--- config.mk ---
export PLATFORM = sky130hd
export DESIGN_NAME = button_led_matrix_scanner
export DESIGN_NICKNAME = d
export VERILOG_FILES = /design/src/design/blms_pkg.sv /design/src/design/button_led_matrix_scanner.sv /design/src/design/blms_ctrl.sv /design/src/design/blms_dp.sv
export SDC_FILE = /design/constraint.sdc
export NUM_CORES = 1
export LEC_CHECK = 0
export BUFFER_PORTS_ARGS = -buffer_cell sky130_fd_sc_hd__buf_2
export CAP_MARGIN = 20
export CORE_MARGIN = 1.5
export CORE_UTILIZATION = 46
export CTS_BUF_LIST = sky130_fd_sc_hd__clkbuf_4 sky130_fd_sc_hd__clkbuf_8
export DETAILED_ROUTE_END_ITERATION = 8
export SYNTH_ARGS = -nofsm -noshare
export SYNTH_HDL_FRONTEND = slang
export SYNTH_HIERARCHICAL = 1
export SYNTH_SLANG_ARGS = --single-unit
--- constraint.sdc ---
create_clock -name clock -period 6.53 [get_ports clock]
set_input_delay 0.3265 -clock clock [delete_from_list [all_inputs] [get_ports clock]]
set_output_delay 0.3265 -clock clock [all_outputs]
set_load 0.005 [all_outputs]
--- src/design/blms_pkg.sv ---
package blms_pkg;

   // Geometry
   localparam int NUM_COLOURS_DEF = 3;
   localparam int ROWS            = 8;
   localparam int ROW_AW          = 3;
   localparam int COLOUR_W        = 2;
   localparam int COL_W           = 2;
   localparam int LED_LANES       = 6;

   // Configuration port
   localparam int CSR_AW = 4;
   localparam int CSR_DW = 32;

   localparam logic [1:0] CSR_DEBOUNCE_DELAY  = 2'd0;
   localparam logic [1:0] CSR_CATHODE_INVERT  = 2'd1;
   localparam logic [1:0] CSR_DIN_ENABLE      = 2'd2;

   localparam logic [1:0] DIN_ENABLE_RST = 2'b11;

   // Request codes
   localparam logic [2:0] REQ_SCAN   = 3'd0;
   localparam logic [2:0] REQ_BIT_WR = 3'd1;
   localparam logic [2:0] REQ_ROW_WR = 3'd2;
   localparam logic [2:0] REQ_ROW_RD = 3'd3;
   localparam logic [2:0] REQ_BTN_RD = 3'd4;
   localparam logic [2:0] REQ_DRAIN  = 3'd5;

   // Result status codes
   localparam logic [1:0] ST_OK       = 2'd0;
   localparam logic [1:0] ST_RANGE    = 2'd1;
   localparam logic [1:0] ST_COLOUR   = 2'd2;
   localparam logic [1:0] ST_NO_EVENT = 2'd3;

   localparam logic [7:0] ABSENT_BYTE = 8'hFF;
   localparam logic [3:0] NIBBLE_MASK = 4'hF;

   typedef struct packed {
      logic load_req;
      logic scan_col;
      logic led_step;
      logic deb_left;
      logic deb_right;
      logic mem_rd_req;
      logic mem_wr_row;
      logic mem_wr_bit;
      logic rd_cap;
      logic btn_cap;
      logic drain_next;
      logic drain_emit;
      logic out_result;
   } blms_cmd_type;

   typedef struct packed {
      logic [2:0] req_type;
      logic       req_err;
      logic       led_done;
      logic       out_free;
      logic       row_empty;
      logic       event_last;
   } blms_stat_type;

endpackage

--- src/design/button_led_matrix_scanner.sv ---
// Button and LED matrix scanner, 4 columns by 8 rows of 8 bits. One item is
// worked at a time: an item is taken from req_ when the block is idle, and
// its results leave through a one-deep output register on rsp_, so the next
// item is taken while the last result still waits. A scan item goes through
// decode, the column step, 2*NUM_COLOURS reads from the single-port LED
// plane memory (one byte a cycle, pipelined), one step per debounce side
// and one to load the result. LED bit writes and row reads read, then
// modify or capture; row writes, button row reads and failing requests go
// from decode to the result. A drain item gives one result per pending
// change, one a cycle while the output is free, skipping rows without changes.
// Unknown request codes are dropped with no result. Results only move when
// rsp_stall is low. After reset there is no clearing pass: LED entries that
// were never written read as zero through per-entry valid flags.
//
// Scan: the column advances (wrapping after 3), the cathode byte is the
// inverted one-hot column in both nibbles XOR cathode_invert_mask, and the
// LED bytes of the new column are returned for each fitted colour (unfitted
// colours give 0). The sampled button bytes are then debounced into the
// two rows of the previous column. A single shared counter is decremented
// once per scan and reloaded with debounce_delay on any change, so a left
// side change with nonzero delay masks the right side of the same scan.
// A side disabled in din_enable reads as all ones.
//
// Config registers (APB, byte addresses): 0x0 debounce_delay,
// 0x4 cathode_invert_mask, 0x8 din_enable (reset 3). Write only while idle.
module button_led_matrix_scanner
   import blms_pkg::*;
#(
   parameter int NUM_COLOURS = NUM_COLOURS_DEF
) (
   input  logic                clock,
   input  logic                reset,
   // request channel
   input  logic                req_valid,
   output logic                req_stall,
   input  logic [2:0]          req_type,
   input  logic [7:0]          req_din_left,
   input  logic [7:0]          req_din_right,
   input  logic [COLOUR_W-1:0] req_colour,
   input  logic [7:0]          req_pin,
   input  logic [3:0]          req_row,
   input  logic [7:0]          req_value,
   // result channel
   output logic                rsp_valid,
   input  logic                rsp_stall,
   output logic [7:0]          rsp_cathode_drive,
   output logic [7:0]          rsp_led_left_c0,
   output logic [7:0]          rsp_led_right_c0,
   output logic [7:0]          rsp_led_left_c1,
   output logic [7:0]          rsp_led_right_c1,
   output logic [7:0]          rsp_led_left_c2,
   output logic [7:0]          rsp_led_right_c2,
   output logic [7:0]          rsp_read_data,
   output logic [5:0]          rsp_event_pin,
   output logic                rsp_event_value,
   output logic [1:0]          rsp_status,
   output logic                rsp_last,
   // config port
   input  logic                csr_psel,
   input  logic                csr_penable,
   input  logic                csr_pwrite,
   input  logic [CSR_AW-1:0]   csr_paddr,
   input  logic [CSR_DW-1:0]   csr_pwdata,
   output logic [CSR_DW-1:0]   csr_prdata,
   output logic                csr_pready
);

   blms_cmd_type  cmd;
   blms_stat_type stat;

   logic [7:0] debounce_delay_ff;
   logic [7:0] cathode_invert_ff;
   logic [1:0] din_enable_ff;
   logic [1:0] csr_idx;
   logic       csr_wr;

   // ---- config registers: word index from paddr[3:2], pready tied high
   assign csr_pready = 1'b1;
   assign csr_idx    = csr_paddr[3:2];
   assign csr_wr     = csr_psel && csr_penable && csr_pwrite && csr_pready;

   always_ff @(posedge clock) begin
      if (reset) begin
         debounce_delay_ff <= 8'h00;
         cathode_invert_ff <= 8'h00;
         din_enable_ff     <= DIN_ENABLE_RST;
      end else if (csr_wr) begin
         unique case (csr_idx)
            CSR_DEBOUNCE_DELAY: debounce_delay_ff <= csr_pwdata[7:0];
            CSR_CATHODE_INVERT: cathode_invert_ff <= csr_pwdata[7:0];
            CSR_DIN_ENABLE:     din_enable_ff     <= csr_pwdata[1:0];
            default:            ;
         endcase
      end
   end

   always_comb begin
      unique case (csr_idx)
         CSR_DEBOUNCE_DELAY: csr_prdata = {{(CSR_DW-8){1'b0}}, debounce_delay_ff};
         CSR_CATHODE_INVERT: csr_prdata = {{(CSR_DW-8){1'b0}}, cathode_invert_ff};
         CSR_DIN_ENABLE:     csr_prdata = {{(CSR_DW-2){1'b0}}, din_enable_ff};
         default:            csr_prdata = '0;
      endcase
   end

   // ---- sequencer
   blms_ctrl u_ctrl (
      .clock     (clock),
      .reset     (reset),
      .req_valid (req_valid),
      .req_stall (req_stall),
      .stat      (stat),
      .cmd       (cmd)
   );

   // ---- storage, debounce, drain walk and output register
   blms_dp #(
      .NUM_COLOURS (NUM_COLOURS)
   ) u_dp (
      .clock               (clock),
      .reset               (reset),
      .cmd                 (cmd),
      .stat                (stat),
      .req_type            (req_type),
      .req_din_left        (req_din_left),
      .req_din_right       (req_din_right),
      .req_colour          (req_colour),
      .req_pin             (req_pin),
      .req_row             (req_row),
      .req_value           (req_value),
      .debounce_delay      (debounce_delay_ff),
      .cathode_invert_mask (cathode_invert_ff),
      .din_enable          (din_enable_ff),
      .rsp_valid           (rsp_valid),
      .rsp_stall           (rsp_stall),
      .rsp_cathode_drive   (rsp_cathode_drive),
      .rsp_led_left_c0     (rsp_led_left_c0),
      .rsp_led_right_c0    (rsp_led_right_c0),
      .rsp_led_left_c1     (rsp_led_left_c1),
      .rsp_led_right_c1    (rsp_led_right_c1),
      .rsp_led_left_c2     (rsp_led_left_c2),
      .rsp_led_right_c2    (rsp_led_right_c2),
      .rsp_read_data       (rsp_read_data),
      .rsp_event_pin       (rsp_event_pin),
      .rsp_event_value     (rsp_event_value),
      .rsp_status          (rsp_status),
      .rsp_last            (rsp_last)
   );

   // ---- checks

   // one item in work at a time: taking an item closes the input
   a_single_item : assert property (@(posedge clock) disable iff (reset)
      (req_valid && !req_stall) |=> req_stall)
      else $error("item taken while another is in work");

   // a new result only appears out of an item that was in work
   a_result_source : assert property (@(posedge clock) disable iff (reset)
      $rose(rsp_valid) |-> $past(req_stall))
      else $error("result without an item in work");

   // any non-ok status is a single, final result
   a_error_last : assert property (@(posedge clock) disable iff (reset)
      (rsp_valid && (rsp_status != ST_OK)) |-> rsp_last)
      else $error("error result not marked last");

   // failing requests return no data
   a_error_no_data : assert property (@(posedge clock) disable iff (reset)
      (rsp_valid && (rsp_status == ST_RANGE || rsp_status == ST_COLOUR))
         |-> (rsp_read_data == 8'h00 && rsp_cathode_drive == 8'h00))
      else $error("failing request returned data");

endmodule

--- src/design/blms_ctrl.sv ---
module blms_ctrl
   import blms_pkg::*;
(
   input  logic          clock,
   input  logic          reset,
   input  logic          req_valid,
   output logic          req_stall,
   input  blms_stat_type stat,
   output blms_cmd_type  cmd
);

   typedef enum logic [3:0] {
      S_IDLE,
      S_DECODE,
      S_SCAN,
      S_LED,
      S_DEB_L,
      S_DEB_R,
      S_BIT_WR,
      S_RD_CAP,
      S_EMIT,
      S_DRAIN
   } state_type;

   state_type state_ff, state_in;

   always_comb begin
      state_in = state_ff;
      cmd      = '0;
      unique case (state_ff)
         S_IDLE: begin
            if (req_valid) begin
               cmd.load_req = 1'b1;
               state_in     = S_DECODE;
            end
         end
         S_DECODE: begin
            if (stat.req_err) begin
               state_in = S_EMIT;
            end else begin
               case (stat.req_type)
                  REQ_SCAN:   state_in = S_SCAN;
                  REQ_BIT_WR: begin
                     cmd.mem_rd_req = 1'b1;
                     state_in       = S_BIT_WR;
                  end
                  REQ_ROW_WR: begin
                     cmd.mem_wr_row = 1'b1;
                     state_in       = S_EMIT;
                  end
                  REQ_ROW_RD: begin
                     cmd.mem_rd_req = 1'b1;
                     state_in       = S_RD_CAP;
                  end
                  REQ_BTN_RD: begin
                     cmd.btn_cap = 1'b1;
                     state_in    = S_EMIT;
                  end
                  REQ_DRAIN:  state_in = S_DRAIN;
                  default:    state_in = S_IDLE;
               endcase
            end
         end
         S_SCAN: begin
            cmd.scan_col = 1'b1;
            state_in     = S_LED;
         end
         S_LED: begin
            cmd.led_step = 1'b1;
            if (stat.led_done) begin
               state_in = S_DEB_L;
            end
         end
         S_DEB_L: begin
            cmd.deb_left = 1'b1;
            state_in     = S_DEB_R;
         end
         S_DEB_R: begin
            cmd.deb_right = 1'b1;
            state_in      = S_EMIT;
         end
         S_BIT_WR: begin
            cmd.mem_wr_bit = 1'b1;
            state_in       = S_EMIT;
         end
         S_RD_CAP: begin
            cmd.rd_cap = 1'b1;
            state_in   = S_EMIT;
         end
         S_EMIT: begin
            if (stat.out_free) begin
               cmd.out_result = 1'b1;
               state_in       = S_IDLE;
            end
         end
         S_DRAIN: begin
            if (stat.row_empty) begin
               cmd.drain_next = 1'b1;
            end else if (stat.out_free) begin
               cmd.drain_emit = 1'b1;
               if (stat.event_last) begin
                  state_in = S_IDLE;
               end
            end
         end
         default: state_in = S_IDLE;
      endcase
   end

   always_ff @(posedge clock) begin
      if (reset) begin
         state_ff <= S_IDLE;
      end else begin
         state_ff <= state_in;
      end
   end

   assign req_stall = (state_ff != S_IDLE);

endmodule

--- src/design/blms_dp.sv ---
module blms_dp
   import blms_pkg::*;
#(
   parameter int NUM_COLOURS = NUM_COLOURS_DEF
) (
   input  logic                clock,
   input  logic                reset,
   input  blms_cmd_type        cmd,
   output blms_stat_type       stat,
   // latched request fields
   input  logic [2:0]          req_type,
   input  logic [7:0]          req_din_left,
   input  logic [7:0]          req_din_right,
   input  logic [COLOUR_W-1:0] req_colour,
   input  logic [7:0]          req_pin,
   input  logic [3:0]          req_row,
   input  logic [7:0]          req_value,
   // configuration
   input  logic [7:0]          debounce_delay,
   input  logic [7:0]          cathode_invert_mask,
   input  logic [1:0]          din_enable,
   // result channel
   output logic                rsp_valid,
   input  logic                rsp_stall,
   output logic [7:0]          rsp_cathode_drive,
   output logic [7:0]          rsp_led_left_c0,
   output logic [7:0]          rsp_led_right_c0,
   output logic [7:0]          rsp_led_left_c1,
   output logic [7:0]          rsp_led_right_c1,
   output logic [7:0]          rsp_led_left_c2,
   output logic [7:0]          rsp_led_right_c2,
   output logic [7:0]          rsp_read_data,
   output logic [5:0]          rsp_event_pin,
   output logic                rsp_event_value,
   output logic [1:0]          rsp_status,
   output logic                rsp_last
);

   localparam int MEM_DEPTH = NUM_COLOURS * ROWS;
   localparam int MEM_AW    = $clog2(MEM_DEPTH);
   localparam int LED_READS = 2 * NUM_COLOURS;
   localparam int SLOT_W    = $clog2(LED_READS + 1);

   // latched request
   logic [2:0]          lat_type_ff;
   logic [7:0]          lat_din_left_ff;
   logic [7:0]          lat_din_right_ff;
   logic [COLOUR_W-1:0] lat_colour_ff;
   logic [7:0]          lat_pin_ff;
   logic [3:0]          lat_row_ff;
   logic [7:0]          lat_value_ff;

   // block state
   logic [COL_W-1:0]    column_ff;
   logic [7:0]          deb_cnt_ff;
   logic [7:0]          btn_ff   [ROWS];
   logic [7:0]          flags_ff [ROWS];

   // LED plane memory
   logic [7:0]           led_mem [MEM_DEPTH];
   logic [MEM_DEPTH-1:0] led_vld_ff;
   logic [7:0]           rd_data_ff;
   logic                 rd_vld_ff;

   // working result
   logic [SLOT_W-1:0]   slot_ff;
   logic [7:0]          lane_ff [LED_LANES];
   logic [7:0]          drive_ff;
   logic [7:0]          res_read_ff;
   logic [ROW_AW-1:0]   dr_ff;

   // output register
   logic                rsp_valid_ff;
   logic [7:0]          out_drive_ff;
   logic [7:0]          out_led_ff [LED_LANES];
   logic [7:0]          out_read_ff;
   logic [5:0]          out_pin_ff;
   logic                out_val_ff;
   logic [1:0]          out_status_ff;
   logic                out_last_ff;

   logic [COL_W-1:0]    col_next;
   logic [COL_W-1:0]    col_prev;
   logic [3:0]          col_onehot;
   logic [3:0]          drive_nib;
   logic [ROW_AW-1:0]   req_row_idx;
   logic [MEM_AW-1:0]   req_addr;
   logic [MEM_AW-1:0]   scan_addr;
   logic [MEM_AW-1:0]   mem_rd_addr;
   logic                mem_rd_en;
   logic                mem_wr_en;
   logic [7:0]          mem_wr_data;
   logic [7:0]          mem_rd_word;
   logic [7:0]          bit_mask;
   logic [7:0]          bit_word;
   logic [ROW_AW-1:0]   btn_addr;
   logic [7:0]          btn_rd;
   logic [7:0]          flags_rd;
   logic [7:0]          din_sel;
   logic [7:0]          deb_change;
   logic                deb_go;
   logic [2:0]          low_idx;
   logic [7:0]          low_mask;
   logic                later_any;
   logic                flags_any;
   logic                event_last;
   logic [1:0]          req_status;
   logic                out_free;

   // ---------------------------------------------------------------- decode
   assign col_next   = column_ff + COL_W'(1);
   assign col_prev   = column_ff - COL_W'(1);
   assign col_onehot = 4'b0001 << col_next;
   assign drive_nib  = col_onehot ^ NIBBLE_MASK;

   assign req_row_idx = (lat_type_ff == REQ_BIT_WR) ? lat_pin_ff[5:3] : lat_row_ff[2:0];
   assign req_addr    = MEM_AW'({lat_colour_ff, req_row_idx});
   assign scan_addr   = MEM_AW'({COLOUR_W'(slot_ff >> 1), column_ff, slot_ff[0]});

   always_comb begin
      req_status = ST_OK;
      case (lat_type_ff)
         REQ_BIT_WR: begin
            if (lat_pin_ff[7:6] != 2'b00) begin
               req_status = ST_RANGE;
            end else if (int'(lat_colour_ff) >= NUM_COLOURS) begin
               req_status = ST_COLOUR;
            end
         end
         REQ_ROW_WR, REQ_ROW_RD: begin
            if (lat_row_ff[3]) begin
               req_status = ST_RANGE;
            end else if (int'(lat_colour_ff) >= NUM_COLOURS) begin
               req_status = ST_COLOUR;
            end
         end
         REQ_BTN_RD: begin
            if (lat_row_ff[3]) begin
               req_status = ST_RANGE;
            end
         end
         REQ_DRAIN: begin
            if (!flags_any) begin
               req_status = ST_NO_EVENT;
            end
         end
         default: req_status = ST_OK;
      endcase
   end

   // ---------------------------------------------------------------- LED memory
   assign mem_rd_en   = (cmd.led_step && (int'(slot_ff) < LED_READS)) || cmd.mem_rd_req;
   assign mem_rd_addr = cmd.led_step ? scan_addr : req_addr;
   assign mem_rd_word = rd_vld_ff ? rd_data_ff : 8'h00;
   assign bit_mask    = 8'h01 << lat_pin_ff[2:0];
   assign bit_word    = lat_value_ff[0] ? (mem_rd_word | bit_mask) : (mem_rd_word & ~bit_mask);
   assign mem_wr_en   = cmd.mem_wr_row || cmd.mem_wr_bit;
   assign mem_wr_data = cmd.mem_wr_bit ? bit_word : lat_value_ff;

   always_ff @(posedge clock) begin
      if (mem_wr_en) begin
         led_mem[req_addr] <= mem_wr_data;
      end
      if (mem_rd_en) begin
         rd_data_ff <= led_mem[mem_rd_addr];
      end
   end

   // never-written entries read as zero
   always_ff @(posedge clock) begin
      if (reset) begin
         led_vld_ff <= '0;
         rd_vld_ff  <= 1'b0;
      end else begin
         if (mem_wr_en) begin
            led_vld_ff[req_addr] <= 1'b1;
         end
         if (mem_rd_en) begin
            rd_vld_ff <= led_vld_ff[mem_rd_addr];
         end
      end
   end

   // ---------------------------------------------------------------- buttons
   always_comb begin
      if (cmd.deb_left || cmd.deb_right) begin
         btn_addr = {col_prev, cmd.deb_right};
      end else if (lat_type_ff == REQ_DRAIN) begin
         btn_addr = dr_ff;
      end else begin
         btn_addr = lat_row_ff[2:0];
      end
   end

   assign btn_rd   = btn_ff[btn_addr];
   assign flags_rd = flags_ff[btn_addr];

   always_comb begin
      if (cmd.deb_right) begin
         din_sel = din_enable[1] ? lat_din_right_ff : ABSENT_BYTE;
      end else begin
         din_sel = din_enable[0] ? lat_din_left_ff : ABSENT_BYTE;
      end
   end

   assign deb_change = din_sel ^ btn_rd;
   assign deb_go     = (cmd.deb_left || cmd.deb_right) && (deb_cnt_ff == 8'h00);

   // lowest pending bit of the drain row, and whether anything follows it
   always_comb begin
      low_idx = '0;
      for (int i = 7; i >= 0; i--) begin
         if (flags_rd[i]) begin
            low_idx = 3'(i);
         end
      end
   end

   assign low_mask = 8'h01 << low_idx;

   always_comb begin
      later_any = 1'b0;
      flags_any = 1'b0;
      for (int i = 0; i < ROWS; i++) begin
         if (flags_ff[i] != 8'h00) begin
            flags_any = 1'b1;
            if (i > int'(dr_ff)) begin
               later_any = 1'b1;
            end
         end
      end
   end

   assign event_last = ((flags_rd & ~low_mask) == 8'h00) && !later_any;

   always_ff @(posedge clock) begin
      if (reset) begin
         for (int i = 0; i < ROWS; i++) begin
            btn_ff[i]   <= ABSENT_BYTE;
            flags_ff[i] <= 8'h00;
         end
      end else if (deb_go) begin
         btn_ff[btn_addr]   <= din_sel;
         flags_ff[btn_addr] <= flags_rd | deb_change;
      end else if (cmd.drain_emit) begin
         flags_ff[btn_addr] <= flags_rd & ~low_mask;
      end
   end

   // ---------------------------------------------------------------- control state
   always_ff @(posedge clock) begin
      if (reset) begin
         column_ff  <= '0;
         deb_cnt_ff <= 8'h00;
      end else begin
         if (cmd.scan_col) begin
            column_ff <= col_next;
         end
         if (cmd.scan_col && (deb_cnt_ff != 8'h00)) begin
            deb_cnt_ff <= deb_cnt_ff - 8'd1;
         end else if (deb_go && (deb_change != 8'h00)) begin
            deb_cnt_ff <= debounce_delay;
         end
      end
   end

   // ---------------------------------------------------------------- request and work regs
   always_ff @(posedge clock) begin
      if (cmd.load_req) begin
         lat_type_ff      <= req_type;
         lat_din_left_ff  <= req_din_left;
         lat_din_right_ff <= req_din_right;
         lat_colour_ff    <= req_colour;
         lat_pin_ff       <= req_pin;
         lat_row_ff       <= req_row;
         lat_value_ff     <= req_value;
      end
   end

   always_ff @(posedge clock) begin
      if (cmd.load_req) begin
         drive_ff    <= 8'h00;
         res_read_ff <= 8'h00;
         dr_ff       <= '0;
         for (int i = 0; i < LED_LANES; i++) begin
            lane_ff[i] <= 8'h00;
         end
      end else begin
         if (cmd.scan_col) begin
            drive_ff <= {drive_nib, drive_nib} ^ cathode_invert_mask;
         end
         if (cmd.rd_cap) begin
            res_read_ff <= mem_rd_word;
         end else if (cmd.btn_cap) begin
            res_read_ff <= btn_rd;
         end
         if (cmd.drain_next) begin
            dr_ff <= dr_ff + ROW_AW'(1);
         end
         // read data of slot i is registered and lands in lane i at slot i+1
         for (int i = 0; i < LED_LANES; i++) begin
            if (cmd.led_step && (int'(slot_ff) == i + 1)) begin
               lane_ff[i] <= mem_rd_word;
            end
         end
      end
   end

   always_ff @(posedge clock) begin
      if (cmd.scan_col) begin
         slot_ff <= '0;
      end else if (cmd.led_step) begin
         slot_ff <= slot_ff + SLOT_W'(1);
      end
   end

   // ---------------------------------------------------------------- output register
   assign out_free = !rsp_valid_ff || !rsp_stall;

   always_ff @(posedge clock) begin
      if (reset) begin
         rsp_valid_ff <= 1'b0;
      end else if (cmd.out_result || cmd.drain_emit) begin
         rsp_valid_ff <= 1'b1;
      end else if (!rsp_stall) begin
         rsp_valid_ff <= 1'b0;
      end
   end

   always_ff @(posedge clock) begin
      if (cmd.out_result) begin
         out_drive_ff  <= drive_ff;
         out_read_ff   <= res_read_ff;
         out_pin_ff    <= 6'd0;
         out_val_ff    <= 1'b0;
         out_status_ff <= req_status;
         out_last_ff   <= 1'b1;
         for (int i = 0; i < LED_LANES; i++) begin
            out_led_ff[i] <= lane_ff[i];
         end
      end else if (cmd.drain_emit) begin
         out_drive_ff  <= 8'h00;
         out_read_ff   <= 8'h00;
         out_pin_ff    <= {dr_ff, low_idx};
         out_val_ff    <= btn_rd[low_idx];
         out_status_ff <= ST_OK;
         out_last_ff   <= event_last;
         for (int i = 0; i < LED_LANES; i++) begin
            out_led_ff[i] <= 8'h00;
         end
      end
   end

   assign rsp_valid         = rsp_valid_ff;
   assign rsp_cathode_drive = out_drive_ff;
   assign rsp_led_left_c0   = out_led_ff[0];
   assign rsp_led_right_c0  = out_led_ff[1];
   assign rsp_led_left_c1   = out_led_ff[2];
   assign rsp_led_right_c1  = out_led_ff[3];
   assign rsp_led_left_c2   = out_led_ff[4];
   assign rsp_led_right_c2  = out_led_ff[5];
   assign rsp_read_data     = out_read_ff;
   assign rsp_event_pin     = out_pin_ff;
   assign rsp_event_value   = out_val_ff;
   assign rsp_status        = out_status_ff;
   assign rsp_last          = out_last_ff;

   // ---------------------------------------------------------------- status
   assign stat.req_type   = lat_type_ff;
   assign stat.req_err    = (req_status != ST_OK);
   assign stat.led_done   = (int'(slot_ff) == LED_READS);
   assign stat.out_free   = out_free;
   assign stat.row_empty  = (flags_rd == 8'h00);
   assign stat.event_last = event_last;

endmodule

==> metrics.txt <==
Main synth FF type edfxtp_1; required time of the critical path 6.91 ns; Synth Area in Simple Gates 13.0%; fin crit period 5.71 ns; total CTS buffers 92; Setup TNS Final 0 ns; Reg2Reg Setup Slack 0.82 ns; Comb power frac 26.5%; clk buf depth 3; drt drc 0; total grt overflow 0; synth unique cells 98; fraction of registers with async set or reset after synthesis 0%; skew final 0.0270 ns; die height 234 µm; Vias per Instance 5.66; pin count of the biggest net entering global routing 69; post-synthesis register bit count 571; post-synthesis sequential area ratio 64.6%; critical path launch point u_ctrl/state_ff[2]; final setup fails 0; initial DRC count 1546; post-CTS sizing 0; RSZ-0062 raised after global routing no; Setup Fix Bufs, Post-CTS 0; Final ANT Viol Nets 0; num rows 84; Clock power frac 29.7%; R2R depth 18; IO Count 193; P_sw 0.00343 W; Final Wtd Congestion 0.928; Fin. Hold Viols 0; vias in the first global route 15900; synth top area cells edfxtp_1 54%, dfxtp_1 10%, mux4_2 5.2%, nor2_1 4.5%, mux2i_1 3.5%; CP max FO 29; power density over the cells 374 nW/µm²; # clock sinks 571; FMAX 175 MHz; core area 52700 µm²; GRT Total Usage 23.4%; sequential fraction of design power 43.8%; top cell type's share of synthesized area 54.2%; final WL 63.6 mm; CP Data Arrival Time 6.09 ns; Synth Area in Compound Gates 8.79%; Slew Limit Fails 0; initial antenna violation count 2; largest family of logic cells by synthesized area simple AND/OR/NAND/NOR gates; Int Pwr 0.00724 W; Clock transition at path regs 0.06 ns; routed vias 16300; Max-cap violations 0; R2R Path Start u_ctrl/state_ff[2]; commonest non-fill, non-tap cell in the layout edfxtp_1; Synth area leader edfxtp_1; H-Tree Depth 3; worst-margin pin slew 1.22 ns; multiplexer share of the synthesized area 9.36%; first-pass GRT wire length 95.7 mm; maximum VDD drop 0.000173 V; CTS tree built; crit path launch type register; chip width 234 µm; drt wl/cell 22.1 µm; Cell Area, Synth 24600 µm²; synthesis-to-layout area growth 16.0%; worst hold path type in2reg; outcome finished clean; port buffer count 141; Initial Utilization 46.6%; Root Buffer clkbuf_8; post-DP HPWL 43.3 mm; max_slew headroom 17.9%; Net Sw Frac 32.2%; XOR/XNOR Fraction of Synth Area 0.642%; yosys warns 6; Synth Area in Adders 0.754%; commonest cells after routing, fill and taps aside 443 x edfxtp_1, 294 x nor2_1, 176 x nand2_1; synthesized area per cell 13.1 µm²; First-pass DRT Iterations 5; crit path to u_dp/flags_ff[5][7]; Post-synth EDFFs 443; Worst setup EP type register; ratio of cells with drive above 1 in the final layout 21.5%; final worst-path cycle share 87.4%; nets@finish 2210; Hold WS 0.0919 ns; full die area 54800 µm²; Skew-Pair Late Insertion Delay 0.70 ns; Syn Inst Count 1873; R2R Path End u_dp/flags_ff[5][7]; crit path kind reg2reg; leak pwr 10.1 nW
registers in the layout (all words and copies together) (netlist names), 24 cells and up:
name and cells:
u_dp/led_mem 192, u_dp/led_vld_ff 24, u_dp/out_led_ff 48, u_dp/lane_ff 48, u_dp/flags_ff 64, u_dp/btn_ff 64
cell usage after synthesis, types with 7 or more instances:
master,instances
mux2_2,12
nor4_1,19
nand2b_1,45
nand3_1,13
and3_1,21
and2_1,27
o21ai_0,29
mux2i_1,85
dfxtp_1,128
a21o_1,7
buf_4,33
ha_1,14
nor2b_1,10
or2_2,10
nand2_1,176
or4_1,7
xnor2_1,13
clkbuf_1,59
a211oi_1,31
a22o_1,40
nor2_1,296
inv_1,21
edfxtp_1,443
o22ai_1,10
nor3_1,26
mux4_2,57
a21oi_1,39
o32ai_1,7
buf_2,22
o211ai_1,20
a31oi_1,15
critical path: stages, from the launching register on:
cell,delay (ns)
dfxtp_1,0.60
nand2b_1,0.17
nor2_1,0.14
buf_4,0.19
nand2b_1,0.18
o221a_2,0.78
nor3_1,0.19
a32o_1,0.33
nor4_4,0.52
nor2_1,0.17
nand2_1,0.09
nor3_1,0.07
nor3_1,0.27
inv_1,0.25
nor3_1,0.25
buf_4,0.18
nand2_1,0.08
o21ai_1,0.80
nor2_1,0.12
power by group through the flow:
| stage | combinational (W) | clock [W] | sequential (W) |
|---|---|---|---|
| 2_1_floorplan | 0.00185 | 0 | 0.00463 |
| 4_1_cts | 0.00281 | 0.00325 | 0.00467 |
| 6_report | 0.00283 | 0.00317 | 0.00467 |
| 5_1_grt | 0.00304 | 0.00341 | 0.00471 |
| 3_5_place_dp | 0.00278 | 0 | 0.00474 |
| 3_3_place_gp | 0.00274 | 0 | 0.00473 |
repair_timing:
item | in CTS | in global routing
hold endpoints to repair | 59 | 0
hold buffers | 49 | 0
endpoints found under the setup margin | 0 | 0
cells by family after synthesis:
kind of cell	after synthesis
XOR/XNOR	18
AND/OR/NAND/NOR	688
multiplexers	156
flip-flops	571
buffers and inverters	140
AO/OA/AOI/OAI	283
adder cells (fa/ha/maj)	15
other	2
per-stage QoR:
stage	setup WS, ns	cell area [µm²]	util, %	total power, W	instances
final	0.821	28500	54.1	0.0107	2878
after global routing	0.415	28500	54.1	0.0112	2878
after CTS	0.930	28500	54.1	0.0107	2876
after detailed placement	0.989	26000	49.5	0.00752	2656
after global placement	1.08	26000	49.5	0.00747	2656
after floorplan	1.84	24600	-	0.00648	1896
area by class of cell:
| type | instances | area, µm² |
|---|---|---|
| inverters | 21 | 78.8 |
| well taps | 688 | 861 |
| multi-input cells | 1185 | 8150 |
| clock inverters | 28 | 178 |
| diodes | 1 | 2.50 |
| clock buffers | 143 | 1760 |
| flip-flops and latches | 571 | 15900 |
| fillers | 4411 | 24200 |
| repair buffers | 241 | 1600 |
worst min path at each step:
stage / start / endpoint / slack [ns] / cells after the start
2_1_floorplan: reset / u_ctrl/state_ff[3] / 0.40 / 1
3_3_place_gp: u_dp/led_vld_ff[5] / u_dp/led_vld_ff[5] / 0.44 / 2
3_5_place_dp: u_dp/out_led_ff[3][6] / u_dp/out_led_ff[3][6] / 0.46 / 1
4_1_cts: rsp_stall / u_dp/rsp_valid / 0.03 / 3
5_1_grt: rsp_stall / u_dp/rsp_valid / 0.09 / 3
6_report: rsp_stall / u_dp/rsp_valid / 0.09 / 3
layer usage:
| metal | vias to the layer above | global-route usage (%) | share of wire [%] |
|---|---|---|---|
| met1 | 8136 | 33.9 | 45 |
| met2 | 607 | 36.3 | 46 |
| met3 | 84 | 3.99 | 7.1 |
| met4 | 0 | 7.17 | 1.9 |
| met5 | - | 0 | 0 |
| li1 | 7466 | - | - |
(Power assumes the default switching activity.)
